===== src/hw/rtl/gwm_pkg.sv =====
package gwm_pkg;

   // Default sizes, handed down from the top level
   localparam int PATTERN_DEPTH_DEF    = 64;
   localparam int SUBJECT_LEN_BITS_DEF = 16;

   // Wildcard characters
   localparam logic [7:0] CHAR_STAR  = 8'h2A;
   localparam logic [7:0] CHAR_QMARK = 8'h3F;

   // Request selector (tuser bit 0)
   localparam logic FUNC_PATTERN = 1'b0;
   localparam logic FUNC_SUBJECT = 1'b1;

   // Result kind (rsp tuser)
   localparam logic KIND_CLASS = 1'b0;
   localparam logic KIND_MATCH = 1'b1;

   typedef enum logic [2:0] {
      CLS_DEAD    = 3'd0,
      CLS_LITERAL = 3'd1,
      CLS_WILD    = 3'd2,
      CLS_PREFIX  = 3'd3,
      CLS_SUFFIX  = 3'd4,
      CLS_MIXED   = 3'd5
   } class_type;

   typedef enum logic [1:0] {
      ST_IDLE,
      ST_WALK,
      ST_DRAIN
   } walk_state_type;

   // Pattern side status seen by the subject matcher
   typedef struct packed {
      logic      pat_open;
      logic      has_star;
      class_type pattern_class;
   } pat_status_type;

   // One result, valid for a single cycle
   typedef struct packed {
      logic      valid;
      logic      kind;
      class_type pattern_class;
      logic      matched;
   } result_type;

   function automatic logic is_wild(input logic [7:0] b);
      return (b == CHAR_STAR) || (b == CHAR_QMARK);
   endfunction

endpackage


===== src/hw/rtl/single_wildcard_glob_match_unit.sv =====
// Glob matcher for patterns with at most one wildcard ('*' or '?').
// Request channel (req_*): one byte per request. tuser bit 0 selects a
// pattern byte (0) or a subject byte (1); tuser bit 1 marks a request that
// carries no byte, used to close an empty pattern or subject; tlast closes
// the pattern or subject. A pattern ends in a class response (tuser 0),
// a subject ends in a match response (tuser 1); other requests give none.
// Response channel (rsp_*): tdata holds the class code in bits 2:0 and the
// match flag in bit 3.
// Throughput: one request per cycle while req_tready is high. A response
// appears in the cycle after the closing request, except for a subject
// against a suffix or mixed pattern that passes the length and prefix
// checks: the suffix is walked one byte a cycle through the pattern store
// and tail ring read ports, the response comes out of the drain state after
// the walk, and req_tready is low through the walk and drain states.
// req_tready also drops while a response waits and rsp_tready is low.
// Reset clears all counters and classes the pattern as dead; the pattern
// store and tail ring need no clearing.
module single_wildcard_glob_match_unit
   import gwm_pkg::*;
#(
   parameter int PATTERN_DEPTH    = PATTERN_DEPTH_DEF,
   parameter int SUBJECT_LEN_BITS = SUBJECT_LEN_BITS_DEF
) (
   input  logic       clock,
   input  logic       reset,
   input  logic       req_tvalid,
   output logic       req_tready,
   input  logic [7:0] req_tdata,   // [7:0] byte_value
   input  logic [1:0] req_tuser,   // [0] func, [1] no_byte
   input  logic       req_tlast,   // last
   output logic       rsp_tvalid,
   input  logic       rsp_tready,
   output logic [7:0] rsp_tdata,   // [2:0] pattern_class, [3] matched, [7:4] zero
   output logic       rsp_tuser    // [0] kind
);

   localparam int AW = $clog2(PATTERN_DEPTH);
   localparam int LW = $clog2(PATTERN_DEPTH + 1);

   logic           accept, pat_item, subj_item, has_byte, subj_idle;
   logic           pw_en, pat_start;
   logic [AW-1:0]  pw_addr, pat_rd_addr;
   logic [7:0]     pw_data, pat_rd_data;
   logic           ring_wr_en;
   logic [AW-1:0]  ring_wr_addr, ring_rd_addr;
   logic [7:0]     ring_wr_data, ring_rd_data;
   pat_status_type status;
   logic [LW-1:0]  pat_len, min_len, prefix_len, suffix_len;
   result_type     pat_res, subj_res;

   logic           rsp_valid_ff, rsp_valid_in;
   logic           kind_ff;
   class_type      class_ff;
   logic           matched_ff;

   // Request handshake
   assign req_tready = subj_idle && (!rsp_valid_ff || rsp_tready);
   assign accept     = req_tvalid && req_tready;
   assign pat_item   = accept && (req_tuser[0] == FUNC_PATTERN);
   assign subj_item  = accept && (req_tuser[0] == FUNC_SUBJECT);
   assign has_byte   = !req_tuser[1];

   gwm_pat_ctl #(
      .PATTERN_DEPTH(PATTERN_DEPTH)
   ) u_pat_ctl (
      .clock      (clock),
      .reset      (reset),
      .item_valid (pat_item),
      .byte_value (req_tdata),
      .has_byte   (has_byte),
      .last       (req_tlast),
      .wr_en      (pw_en),
      .wr_addr    (pw_addr),
      .wr_data    (pw_data),
      .pat_start  (pat_start),
      .status     (status),
      .pat_len    (pat_len),
      .min_len    (min_len),
      .prefix_len (prefix_len),
      .suffix_len (suffix_len),
      .result     (pat_res)
   );

   gwm_ram #(
      .WIDTH(8),
      .DEPTH(PATTERN_DEPTH)
   ) u_pattern_ram (
      .clock   (clock),
      .wr_en   (pw_en),
      .wr_addr (pw_addr),
      .wr_data (pw_data),
      .rd_addr (pat_rd_addr),
      .rd_data (pat_rd_data)
   );

   gwm_ram #(
      .WIDTH(8),
      .DEPTH(PATTERN_DEPTH)
   ) u_ring_ram (
      .clock   (clock),
      .wr_en   (ring_wr_en),
      .wr_addr (ring_wr_addr),
      .wr_data (ring_wr_data),
      .rd_addr (ring_rd_addr),
      .rd_data (ring_rd_data)
   );

   gwm_subj_ctl #(
      .PATTERN_DEPTH    (PATTERN_DEPTH),
      .SUBJECT_LEN_BITS (SUBJECT_LEN_BITS)
   ) u_subj_ctl (
      .clock        (clock),
      .reset        (reset),
      .item_valid   (subj_item),
      .byte_value   (req_tdata),
      .has_byte     (has_byte),
      .last         (req_tlast),
      .pat_start    (pat_start),
      .status       (status),
      .pat_len      (pat_len),
      .min_len      (min_len),
      .prefix_len   (prefix_len),
      .suffix_len   (suffix_len),
      .pw_en        (pw_en),
      .pw_addr      (pw_addr),
      .pw_data      (pw_data),
      .pat_rd_addr  (pat_rd_addr),
      .pat_rd_data  (pat_rd_data),
      .ring_wr_en   (ring_wr_en),
      .ring_wr_addr (ring_wr_addr),
      .ring_wr_data (ring_wr_data),
      .ring_rd_addr (ring_rd_addr),
      .ring_rd_data (ring_rd_data),
      .idle         (subj_idle),
      .result       (subj_res)
   );

   // Response register
   always_comb begin
      rsp_valid_in = rsp_valid_ff && !rsp_tready;
      if (pat_res.valid || subj_res.valid) begin
         rsp_valid_in = 1'b1;
      end
   end

   always_ff @(posedge clock) begin
      if (reset) begin
         rsp_valid_ff <= 1'b0;
      end else begin
         rsp_valid_ff <= rsp_valid_in;
      end
   end

   always_ff @(posedge clock) begin
      if (pat_res.valid) begin
         kind_ff    <= pat_res.kind;
         class_ff   <= pat_res.pattern_class;
         matched_ff <= pat_res.matched;
      end else if (subj_res.valid) begin
         kind_ff    <= subj_res.kind;
         class_ff   <= subj_res.pattern_class;
         matched_ff <= subj_res.matched;
      end
   end

   assign rsp_tvalid = rsp_valid_ff;
   assign rsp_tdata  = {4'b0000, matched_ff, class_ff};
   assign rsp_tuser  = kind_ff;

endmodule


===== src/hw/rtl/gwm_ram.sv =====
module gwm_ram #(
   parameter int WIDTH = 8,
   parameter int DEPTH = 64,
   localparam int AW = (DEPTH > 1) ? $clog2(DEPTH) : 1
) (
   input  logic             clock,
   input  logic             wr_en,
   input  logic [AW-1:0]    wr_addr,
   input  logic [WIDTH-1:0] wr_data,
   input  logic [AW-1:0]    rd_addr,
   output logic [WIDTH-1:0] rd_data
);

   logic [WIDTH-1:0] mem_ff [DEPTH];
   logic [WIDTH-1:0] rd_data_ff;

   // One write port, one registered read port (old data on a collision)
   always_ff @(posedge clock) begin
      if (wr_en) begin
         mem_ff[wr_addr] <= wr_data;
      end
      rd_data_ff <= mem_ff[rd_addr];
   end

   assign rd_data = rd_data_ff;

endmodule


===== src/hw/rtl/gwm_pat_ctl.sv =====
module gwm_pat_ctl
   import gwm_pkg::*;
#(
   parameter int PATTERN_DEPTH = PATTERN_DEPTH_DEF,
   localparam int AW = $clog2(PATTERN_DEPTH),
   localparam int LW = $clog2(PATTERN_DEPTH + 1)
) (
   input  logic           clock,
   input  logic           reset,
   // accepted pattern request
   input  logic           item_valid,
   input  logic [7:0]     byte_value,
   input  logic           has_byte,
   input  logic           last,
   // pattern store write port
   output logic           wr_en,
   output logic [AW-1:0]  wr_addr,
   output logic [7:0]     wr_data,
   // status toward the subject side
   output logic           pat_start,
   output pat_status_type status,
   output logic [LW-1:0]  pat_len,
   output logic [LW-1:0]  min_len,
   output logic [LW-1:0]  prefix_len,
   output logic [LW-1:0]  suffix_len,
   output result_type     result
);

   logic [LW-1:0] len_ff,    len_in;
   logic [LW-1:0] wc_ff,     wc_in;
   logic [LW-1:0] prefix_ff, prefix_in;
   logic [LW-1:0] suffix_ff, suffix_in;
   logic [LW-1:0] min_ff,    min_in;
   logic          star_ff,   star_in;
   logic          ovf_ff,    ovf_in;
   logic          open_ff,   open_in;
   logic          first_wild_ff, first_wild_in;
   logic          last_wild_ff,  last_wild_in;
   class_type     class_ff,  class_in;
   logic          wild;

   assign wild = is_wild(byte_value);

   // Counter update, store write and classification at the end of a pattern
   always_comb begin
      len_in        = len_ff;
      wc_in         = wc_ff;
      prefix_in     = prefix_ff;
      suffix_in     = suffix_ff;
      min_in        = min_ff;
      star_in       = star_ff;
      ovf_in        = ovf_ff;
      open_in       = open_ff;
      first_wild_in = first_wild_ff;
      last_wild_in  = last_wild_ff;
      class_in      = class_ff;
      wr_en         = 1'b0;
      wr_addr       = len_ff[AW-1:0];
      if (item_valid) begin
         // first request of a pattern starts from a clean slate
         if (!open_ff) begin
            len_in    = '0;
            wc_in     = '0;
            prefix_in = '0;
            suffix_in = '0;
            min_in    = '0;
            star_in   = 1'b0;
            ovf_in    = 1'b0;
            class_in  = CLS_DEAD;
         end
         open_in = 1'b1;
         if (has_byte) begin
            if (len_in == LW'(PATTERN_DEPTH)) begin
               ovf_in = 1'b1;
            end else begin
               wr_en   = 1'b1;
               wr_addr = len_in[AW-1:0];
               if (len_in == '0) begin
                  first_wild_in = wild;
               end
               last_wild_in = wild;
               len_in       = len_in + LW'(1);
               if (wild) begin
                  wc_in     = wc_in + LW'(1);
                  suffix_in = '0;
               end else if (wc_in == '0) begin
                  prefix_in = prefix_in + LW'(1);
               end else begin
                  suffix_in = suffix_in + LW'(1);
               end
               if (byte_value == CHAR_STAR) begin
                  star_in = 1'b1;
               end else begin
                  min_in = min_in + LW'(1);
               end
            end
         end
         if (last) begin
            open_in = 1'b0;
            if (ovf_in) begin
               class_in = CLS_DEAD;
            end else if (len_in == wc_in) begin
               class_in = CLS_WILD;
            end else if (wc_in == '0) begin
               class_in = CLS_LITERAL;
            end else if (wc_in == LW'(1)) begin
               if (first_wild_in) begin
                  class_in = CLS_SUFFIX;
               end else if (last_wild_in) begin
                  class_in = CLS_PREFIX;
               end else begin
                  class_in = CLS_MIXED;
               end
            end else begin
               class_in = CLS_DEAD;
            end
         end
      end
   end

   always_ff @(posedge clock) begin
      if (reset) begin
         len_ff        <= '0;
         wc_ff         <= '0;
         prefix_ff     <= '0;
         suffix_ff     <= '0;
         min_ff        <= '0;
         star_ff       <= 1'b0;
         ovf_ff        <= 1'b0;
         open_ff       <= 1'b0;
         first_wild_ff <= 1'b0;
         last_wild_ff  <= 1'b0;
         class_ff      <= CLS_DEAD;
      end else begin
         len_ff        <= len_in;
         wc_ff         <= wc_in;
         prefix_ff     <= prefix_in;
         suffix_ff     <= suffix_in;
         min_ff        <= min_in;
         star_ff       <= star_in;
         ovf_ff        <= ovf_in;
         open_ff       <= open_in;
         first_wild_ff <= first_wild_in;
         last_wild_ff  <= last_wild_in;
         class_ff      <= class_in;
      end
   end

   assign wr_data   = byte_value;
   assign pat_start = item_valid && !open_ff;

   assign status.pat_open      = open_ff;
   assign status.has_star      = star_ff;
   assign status.pattern_class = class_ff;
   assign pat_len    = len_ff;
   assign min_len    = min_ff;
   assign prefix_len = prefix_ff;
   assign suffix_len = suffix_ff;

   // Classification result goes out with the last pattern request
   assign result.valid         = item_valid && last;
   assign result.kind          = KIND_CLASS;
   assign result.pattern_class = class_in;
   assign result.matched       = 1'b0;

`ifndef SYNTHESIS
   a_wild_le_len: assert property (@(posedge clock) disable iff (reset)
      wc_ff <= len_ff)
      else $error("wildcard count exceeds pattern length");
   a_parts_le_len: assert property (@(posedge clock) disable iff (reset)
      ((LW+2)'(prefix_ff) + (LW+2)'(suffix_ff) + (LW+2)'(wc_ff)) <= (LW+2)'(len_ff))
      else $error("prefix, suffix and wildcards exceed pattern length");
   a_close_on_last: assert property (@(posedge clock) disable iff (reset)
      item_valid && last |=> !open_ff && (class_ff == $past(class_in)))
      else $error("pattern not closed after its last request");
`endif

endmodule


===== src/hw/rtl/gwm_subj_ctl.sv =====
module gwm_subj_ctl
   import gwm_pkg::*;
#(
   parameter int PATTERN_DEPTH    = PATTERN_DEPTH_DEF,
   parameter int SUBJECT_LEN_BITS = SUBJECT_LEN_BITS_DEF,
   localparam int AW = $clog2(PATTERN_DEPTH),
   localparam int LW = $clog2(PATTERN_DEPTH + 1)
) (
   input  logic                        clock,
   input  logic                        reset,
   // accepted subject request
   input  logic                        item_valid,
   input  logic [7:0]                  byte_value,
   input  logic                        has_byte,
   input  logic                        last,
   // pattern side
   input  logic                        pat_start,
   input  pat_status_type              status,
   input  logic [LW-1:0]               pat_len,
   input  logic [LW-1:0]               min_len,
   input  logic [LW-1:0]               prefix_len,
   input  logic [LW-1:0]               suffix_len,
   input  logic                        pw_en,
   input  logic [AW-1:0]               pw_addr,
   input  logic [7:0]                  pw_data,
   // pattern store read port
   output logic [AW-1:0]               pat_rd_addr,
   input  logic [7:0]                  pat_rd_data,
   // tail ring ports
   output logic                        ring_wr_en,
   output logic [AW-1:0]               ring_wr_addr,
   output logic [7:0]                  ring_wr_data,
   output logic [AW-1:0]               ring_rd_addr,
   input  logic [7:0]                  ring_rd_data,
   // control
   output logic                        idle,
   output result_type                  result
);

   localparam int CW = (SUBJECT_LEN_BITS > LW) ? SUBJECT_LEN_BITS : LW;

   walk_state_type              state_ff, state_in;
   logic [SUBJECT_LEN_BITS-1:0] len_ff, len_in, len_new;
   logic [AW-1:0]               rp_ff, rp_in, rp_new;
   logic                        pok_ff, pok_in, pok_new;
   logic [LW-1:0]               walk_left_ff, walk_left_in;
   logic [AW-1:0]               walk_pat_ff, walk_pat_in;
   logic [AW-1:0]               walk_ring_ff, walk_ring_in;
   logic                        cmp_valid_ff, cmp_valid_in;
   logic                        mismatch_ff, mismatch_in;
   logic [AW-1:0]               rd_addr_ff;
   logic                        fwd_hit_ff, fwd_hit_in;
   logic [7:0]                  fwd_data_ff;
   logic [7:0]                  pat_data;
   logic [CW-1:0]               len_x, len_new_x, len_next_x;
   logic                        len_ok, base_ok, go_walk, cmp_miss;
   logic [LW:0]                 ring_start;

   // Prefetched pattern byte, with forwarding of a same-cycle store write
   assign pat_data = fwd_hit_ff ? fwd_data_ff : pat_rd_data;
   assign cmp_miss = cmp_valid_ff && (pat_data != ring_rd_data);
   assign len_x    = CW'(len_ff);

   // Subject counters, prefix compare, judgement and walk setup
   always_comb begin
      len_new      = len_ff;
      rp_new       = rp_ff;
      pok_new      = pok_ff;
      ring_wr_en   = 1'b0;
      len_ok       = 1'b0;
      base_ok      = 1'b0;
      go_walk      = 1'b0;
      walk_left_in = walk_left_ff;
      walk_pat_in  = walk_pat_ff;
      walk_ring_in = walk_ring_ff;
      mismatch_in  = mismatch_ff | cmp_miss;
      ring_start   = '0;
      if (item_valid && has_byte) begin
         if (!(&len_ff)) begin
            if (len_x < CW'(prefix_len) && pat_data != byte_value) begin
               pok_new = 1'b0;
            end
            len_new = len_ff + SUBJECT_LEN_BITS'(1);
         end
         ring_wr_en = 1'b1;
         rp_new = (rp_ff == AW'(PATTERN_DEPTH - 1)) ? '0 : rp_ff + AW'(1);
      end
      len_new_x = CW'(len_new);
      len_ok = !(len_new_x < CW'(min_len)) &&
               (status.has_star || len_new_x == CW'(pat_len));
      case (status.pattern_class) inside
         CLS_WILD:                base_ok = len_ok;
         CLS_LITERAL, CLS_PREFIX: base_ok = len_ok && pok_new;
         CLS_SUFFIX:              base_ok = len_ok;
         CLS_MIXED:               base_ok = len_ok && pok_new;
         default:                 base_ok = 1'b0;
      endcase
      if (status.pat_open) begin
         base_ok = 1'b0;
      end
      go_walk = item_valid && last && base_ok && suffix_len != '0 &&
                (status.pattern_class == CLS_SUFFIX || status.pattern_class == CLS_MIXED);
      // start of the suffix inside the ring and inside the pattern store
      ring_start = (LW+1)'(rp_new) + (LW+1)'(PATTERN_DEPTH) - (LW+1)'(suffix_len);
      if (ring_start >= (LW+1)'(PATTERN_DEPTH)) begin
         ring_start = ring_start - (LW+1)'(PATTERN_DEPTH);
      end
      if (go_walk) begin
         walk_left_in = suffix_len;
         walk_pat_in  = AW'(pat_len - suffix_len);
         walk_ring_in = ring_start[AW-1:0];
         mismatch_in  = 1'b0;
      end else if (state_ff == ST_WALK) begin
         walk_left_in = walk_left_ff - LW'(1);
         walk_pat_in  = walk_pat_ff + AW'(1);
         walk_ring_in = (walk_ring_ff == AW'(PATTERN_DEPTH - 1)) ? '0
                                                                 : walk_ring_ff + AW'(1);
      end
      // a new pattern or the end of a subject clears the subject
      if (pat_start || (item_valid && last)) begin
         len_in = '0;
         rp_in  = '0;
         pok_in = 1'b1;
      end else begin
         len_in = len_new;
         rp_in  = rp_new;
         pok_in = pok_new;
      end
      cmp_valid_in = (state_ff == ST_WALK);
   end

   // Next state
   always_comb begin
      state_in = state_ff;
      unique case (state_ff)
         ST_IDLE:  if (go_walk) state_in = ST_WALK;
         ST_WALK:  if (walk_left_ff == LW'(1)) state_in = ST_DRAIN;
         ST_DRAIN: state_in = ST_IDLE;
         default:  state_in = ST_IDLE;
      endcase
   end

   // Outputs: read addresses and results
   always_comb begin
      len_next_x   = CW'(len_in);
      pat_rd_addr  = len_next_x[AW-1:0];
      ring_rd_addr = walk_ring_ff;
      idle         = 1'b0;
      result.valid         = 1'b0;
      result.kind          = KIND_MATCH;
      result.pattern_class = status.pattern_class;
      result.matched       = 1'b0;
      unique case (state_ff)
         ST_IDLE: begin
            idle           = 1'b1;
            result.valid   = item_valid && last && !go_walk;
            result.matched = base_ok;
         end
         ST_WALK: begin
            pat_rd_addr = walk_pat_ff;
         end
         ST_DRAIN: begin
            result.valid   = 1'b1;
            result.matched = !(mismatch_ff || cmp_miss);
         end
         default: begin
            idle = 1'b0;
         end
      endcase
      fwd_hit_in = pw_en && (pw_addr == pat_rd_addr);
   end

   assign ring_wr_addr = rp_ff;
   assign ring_wr_data = byte_value;

   always_ff @(posedge clock) begin
      if (reset) begin
         state_ff     <= ST_IDLE;
         len_ff       <= '0;
         rp_ff        <= '0;
         pok_ff       <= 1'b1;
         walk_left_ff <= '0;
         cmp_valid_ff <= 1'b0;
         mismatch_ff  <= 1'b0;
         rd_addr_ff   <= '0;
         fwd_hit_ff   <= 1'b0;
      end else begin
         state_ff     <= state_in;
         len_ff       <= len_in;
         rp_ff        <= rp_in;
         pok_ff       <= pok_in;
         walk_left_ff <= walk_left_in;
         cmp_valid_ff <= cmp_valid_in;
         mismatch_ff  <= mismatch_in;
         rd_addr_ff   <= pat_rd_addr;
         fwd_hit_ff   <= fwd_hit_in;
      end
   end

   always_ff @(posedge clock) begin
      walk_pat_ff  <= walk_pat_in;
      walk_ring_ff <= walk_ring_in;
      fwd_data_ff  <= pw_data;
   end

`ifndef SYNTHESIS
   a_prefetch_aligned: assert property (@(posedge clock) disable iff (reset)
      state_ff == ST_IDLE |-> rd_addr_ff == len_x[AW-1:0])
      else $error("prefetched pattern byte does not match subject position");
   a_walk_nonempty: assert property (@(posedge clock) disable iff (reset)
      state_ff == ST_WALK |-> walk_left_ff != '0)
      else $error("suffix walk with nothing left to compare");
   a_no_item_in_walk: assert property (@(posedge clock) disable iff (reset)
      (pat_start || item_valid) |-> state_ff == ST_IDLE)
      else $error("request taken while the suffix walk runs");
`endif

endmodule


===== config.mk =====
export PLATFORM = sky130hd
export DESIGN_NAME = single_wildcard_glob_match_unit
export DESIGN_NICKNAME = d
export VERILOG_FILES = /design/src/hw/rtl/gwm_pkg.sv /design/src/hw/rtl/single_wildcard_glob_match_unit.sv /design/src/hw/rtl/gwm_ram.sv /design/src/hw/rtl/gwm_pat_ctl.sv /design/src/hw/rtl/gwm_subj_ctl.sv
export SDC_FILE = /design/constraint.sdc
export NUM_CORES = 1
export LEC_CHECK = 0
export ABC_AREA = 1
export BUFFER_PORTS_ARGS = -buffer_cell sky130_fd_sc_hd__buf_2
export CAP_MARGIN = 20
export CORE_MARGIN = 4
export CORE_UTILIZATION = 64
export CTS_CLUSTER_DIAMETER = 150
export DETAILED_ROUTE_END_ITERATION = 16
export GPL_TIMING_DRIVEN = 0
export PLACE_DENSITY_LB_ADDON = 0.25
export SKIP_CTS_REPAIR_TIMING = 1
export SLEW_MARGIN = 20
export SYNTH_ARGS = -nofsm -noshare
export SYNTH_HDL_FRONTEND = slang
export SYNTH_HIERARCHICAL = 1
export SYNTH_SLANG_ARGS = --single-unit

===== constraint.sdc =====
create_clock -name clock -period 4.2 [get_ports clock]
set_input_delay 0.42 -clock clock [delete_from_list [all_inputs] [get_ports clock]]
set_output_delay 0.42 -clock clock [all_outputs]
set_load 0.02 [all_outputs]

==> flow_metrics.py <==
metrics = {
    "status": {
        "status": "complete, no violations",
    },
    "sta": {
        "fin_crit_sh": 0.976,
        "worst_pin_slew_ns": 1.13,
        "relSlewSlack": 0.241,
        "final_max_slew_viol_count": 0,
        "setup_ws_ns": 0.0994,
        "holdWs_ns": 0.0294,
        "setup_violations": 0,
        "hold_viol": 0,
        "clock.fmax_mhz": 244,
        "fin_skew_ns": 0.0397,
        "min_period_ns": 4.10,
    },
    "floorplan": {
        "initial_core_util": 0.649,
        "rows": 102,
        "pin_count": 26,
        "die_y_microns": 289,
        "core_sq_um": 77800,
        "die_x_microns": 289,
        "die-area_sq_um": 83400,
    },
    "setup_path": {
        "cp.required_ns": 4.51,
        "reg2reg_from": "u_subj_ctl/state_ff[1]$_SDFFE_PP0P_",
        "critPathLaunchType": "flop",
        "reg2regPathDepth": 9,
        "critical_path.max_fanout": 10,
        "path_class": "reg2reg",
        "arrival_ns": 4.41,
        "r2r_end": "u_ring_ram/mem_ff[30][2]$_DFFE_PP_",
        "end_kind": "flop",
        "r2r_slack_ns": 0.1,
    },
    "placed_design": {
        "numPortBuffers": 21,
        "routabilityCongestion": 1.02,
        "pre_cts_ws_ns": -0.861,
        "hpwlAfterDp_microns": 94400,
    },
    "power_and_ir_drop": {
        "combPwrFrac": 0.064,
        "p_leak_uw": 0.0213,
        "cellPowerDensity_nw_per_um2": 419,
        "swShare": 0.226,
        "pwr-share-seq": 0.528,
        "switchingPower_uw": 5360,
        "p_clk_frac": 0.408,
        "ir_worst_vdd_v": 0.000576,
        "p_int_uw": 18300,
    },
    "global_routing": {
        "grt_pass1_vias": 35000,
        "use_met1": 0.460,
        "grt_util_met3": 0.0755,
        "grt_use_total": 0.337,
        "grt_pass1_wl_microns": 209000,
        "grt.busiest_layer": "met2",
        "grt_overflow": 0,
        "grt_max_degree": 66,
        "grt_antenna_before_repair": 0,
        "use_met2": 0.523,
    },
    "cts": {
        "cts.sinks": 1144,
        "insertion_delay_ns": 0.70,
        "cts_made_buffers": 111,
        "ctsHtreeMaxLevel": 3,
        "cts_tree": "done",
        "cts.clk_slew.worst_paths_ns": 0.06,
        "cts.path.max_buffers": 3,
        "clock-root-buffer": "clkbuf_16",
    },
    "layout": {
        "final_nets": 5032,
        "syn_to_final_growth_pct": 11.9,
        "drive_gt1_frac": 0.125,
    },
    "yosys": {
        "synth_area_sq_um": 50500,
        "avgSynthCellArea_sq_um": 10.5,
        "async_flop_share": 0,
        "synth_seq_cells": 1144,
        "yosysWarnings": 6,
        "syn_inst": 4786,
        "synthDistinctLibCells": 53,
        "synth_seq_area_share": 0.660,
        "dominantRegCellSynth": "edfxtp_1",
        "synth_edf_count": 1041,
    },
    "hold_path": {
        "hold_path_end": "rsp_tvalid$_SDFF_PP0_",
        "hold_path_class": "in2reg",
        "hp-start": "rsp_tready",
        "whs_path_depth": 4,
    },
    "detailed_routing": {
        "drt_wl_total_microns": 143000,
        "vias_per_cell": 6.23,
        "drc": 0,
        "dr.first_iter.drc_count": 5669,
        "drt-pass1-iter-count": 9,
        "drtAntennaViolNets": 0,
        "vias": 38100,
        "wire_per_inst_microns": 23.4,
    },
    "run": {
        "cap_violations": 0,
    },
}
==> state kept, by name, indices dropped and copies added (netlist names), 8 cells and up <==
name / flops
u_subj_ctl/len_ff: 16
u_ring_ram/mem_ff: 512
u_ring_ram/rd_data: 8
u_pattern_ram/mem_ff: 512
u_pattern_ram/rd_data: 8
u_subj_ctl/fwd_data_ff: 8
==> how the worst max path moves through the flow <==
| stage | endpoint | cells past startpoint | slack [ns] | start |
|---|---|---|---|---|
| 6_report | u_ring_ram/mem_ff[30][2]$_DFFE_PP_ | 9 | 0.1 | u_subj_ctl/state_ff[1]$_SDFFE_PP0P_ |
| 5_1_grt | u_pattern_ram/rd_data[6]$_DFF_P_ | 22 | -0.05 | u_subj_ctl/state_ff[1]$_SDFFE_PP0P_ |
| 4_1_cts | u_pattern_ram/mem_ff[18][5]$_DFFE_PP_ | 14 | -0.90 | u_subj_ctl/state_ff[1]$_SDFFE_PP0P_ |
| 3_5_place_dp | u_pattern_ram/mem_ff[18][2]$_DFFE_PP_ | 14 | -0.86 | u_subj_ctl/state_ff[1]$_SDFFE_PP0P_ |
| 3_3_place_gp | u_pattern_ram/mem_ff[48][4]$_DFFE_PP_ | 13 | -1.12 | u_subj_ctl/state_ff[1]$_SDFFE_PP0P_ |
| 2_1_floorplan | u_pattern_ram/mem_ff[48][0]$_DFFE_PP_ | 14 | 0.84 | rsp_tready |
==> layer usage <==
layer,routed length (microns),share of wire
met1,51500,0.36
met2,65100,0.45
met5,0,0
met3,18400,0.13
met4,8140,0.057
==> cell usage in the layout (no fill, tap or decap), types with 63 or more instances in the layout <==
master | Yosys | final
buf_2 | 81 | 104
buf_4 | 59 | 104
buf_6 | 76 | 76
clkbuf_1 | 43 | 63
clkbuf_16 | 0 | 113
dfxtp_1 | 103 | 103
edfxtp_1 | 1041 | 1041
inv_1 | 191 | 185
nand2_1 | 1602 | 1600
nand3_1 | 956 | 950
nor2_1 | 205 | 147
==> cell families after synthesis <==
group                      share of synthesized area
AOI/OAI and AO/OA                             0.0158
other                                       0.000223
DFF                                            0.660
adders and majority gates                    0.00947
buffers and inverters                         0.0552
and+or+nand+nor                                0.251
xor gates and xnor gates                     0.00815
==> power by group through the flow <==
stage	Combinational (uW)	Clock, uW	Sequential, uW
2_1_floorplan	891	0	12700
3_3_place_gp	1360	0	12700
3_5_place_dp	1400	0	12700
4_1_cts	1410	9700	12500
5_1_grt	1600	10200	12500
6_report	1510	9650	12500
==> layout make-up <==
class                      count  area [sq um]
clock inverter                50           500
multi-input combinational   3157         14900
inverter                     205           811
fill                        5251         21400
clock buffer                 149          3020
tap                         1040          1300
antenna                        2          5.00
timing repair buffer          80           546
sequential                  1144         33300
buffer                       281          2040
==> synth_stat cells, types with 9 or more instances <==
cell type  instances  area [sq um]
inv_1            191           717
nand3_2            9          90.1
ha_1              35           438
nand2_1         1602          6010
nor2_1           205           769
buf_1             21          78.8
xnor2_1           17           149
o21ai_1           10          50.1
nand3_1          956          4780
nand4_1           47           294
buf_2             81           405
xor2_1            30           263
nand2_2           19           119
edfxtp_1        1041         31300
nor4_1            23           144
buf_6             76           856
clkbuf_1          43           161
o21ai_0           47           235
a21oi_1           60           300
buf_4             59           443
dfxtp_1          103          2060
or2_2             10          62.6
nor3_1            18          90.1
==> through the flow <==
step | cells | power (uW) | cell area, sq um | TNS (ns) | utilization
after floorplan | 4790 | 13600 | 50500 | 0 | -
after global placement | 5851 | 14100 | 51900 | -283.94 | 0.667
after detailed placement | 5867 | 14100 | 52100 | -283.36 | 0.669
after CTS | 6066 | 23600 | 55600 | -290.35 | 0.715
after global routing | 6106 | 24300 | 56500 | -0.156 | 0.726
final | 6108 | 23700 | 56500 | 0 | 0.726
==> worst max-delay path, cell delays in order (launching register included) <==
cell and delay [ns]:
dfxtp_1 0.34, nor2_2 0.23, nand3_1 0.13, nor2_1 0.19, nand2_2 0.22, clkinvlp_4 0.15, clkbuf_4 0.21, clkbuf_1 0.46
nand4_1 0.71, nor2_1 1.05
Power figures use the tool's default switching activity.
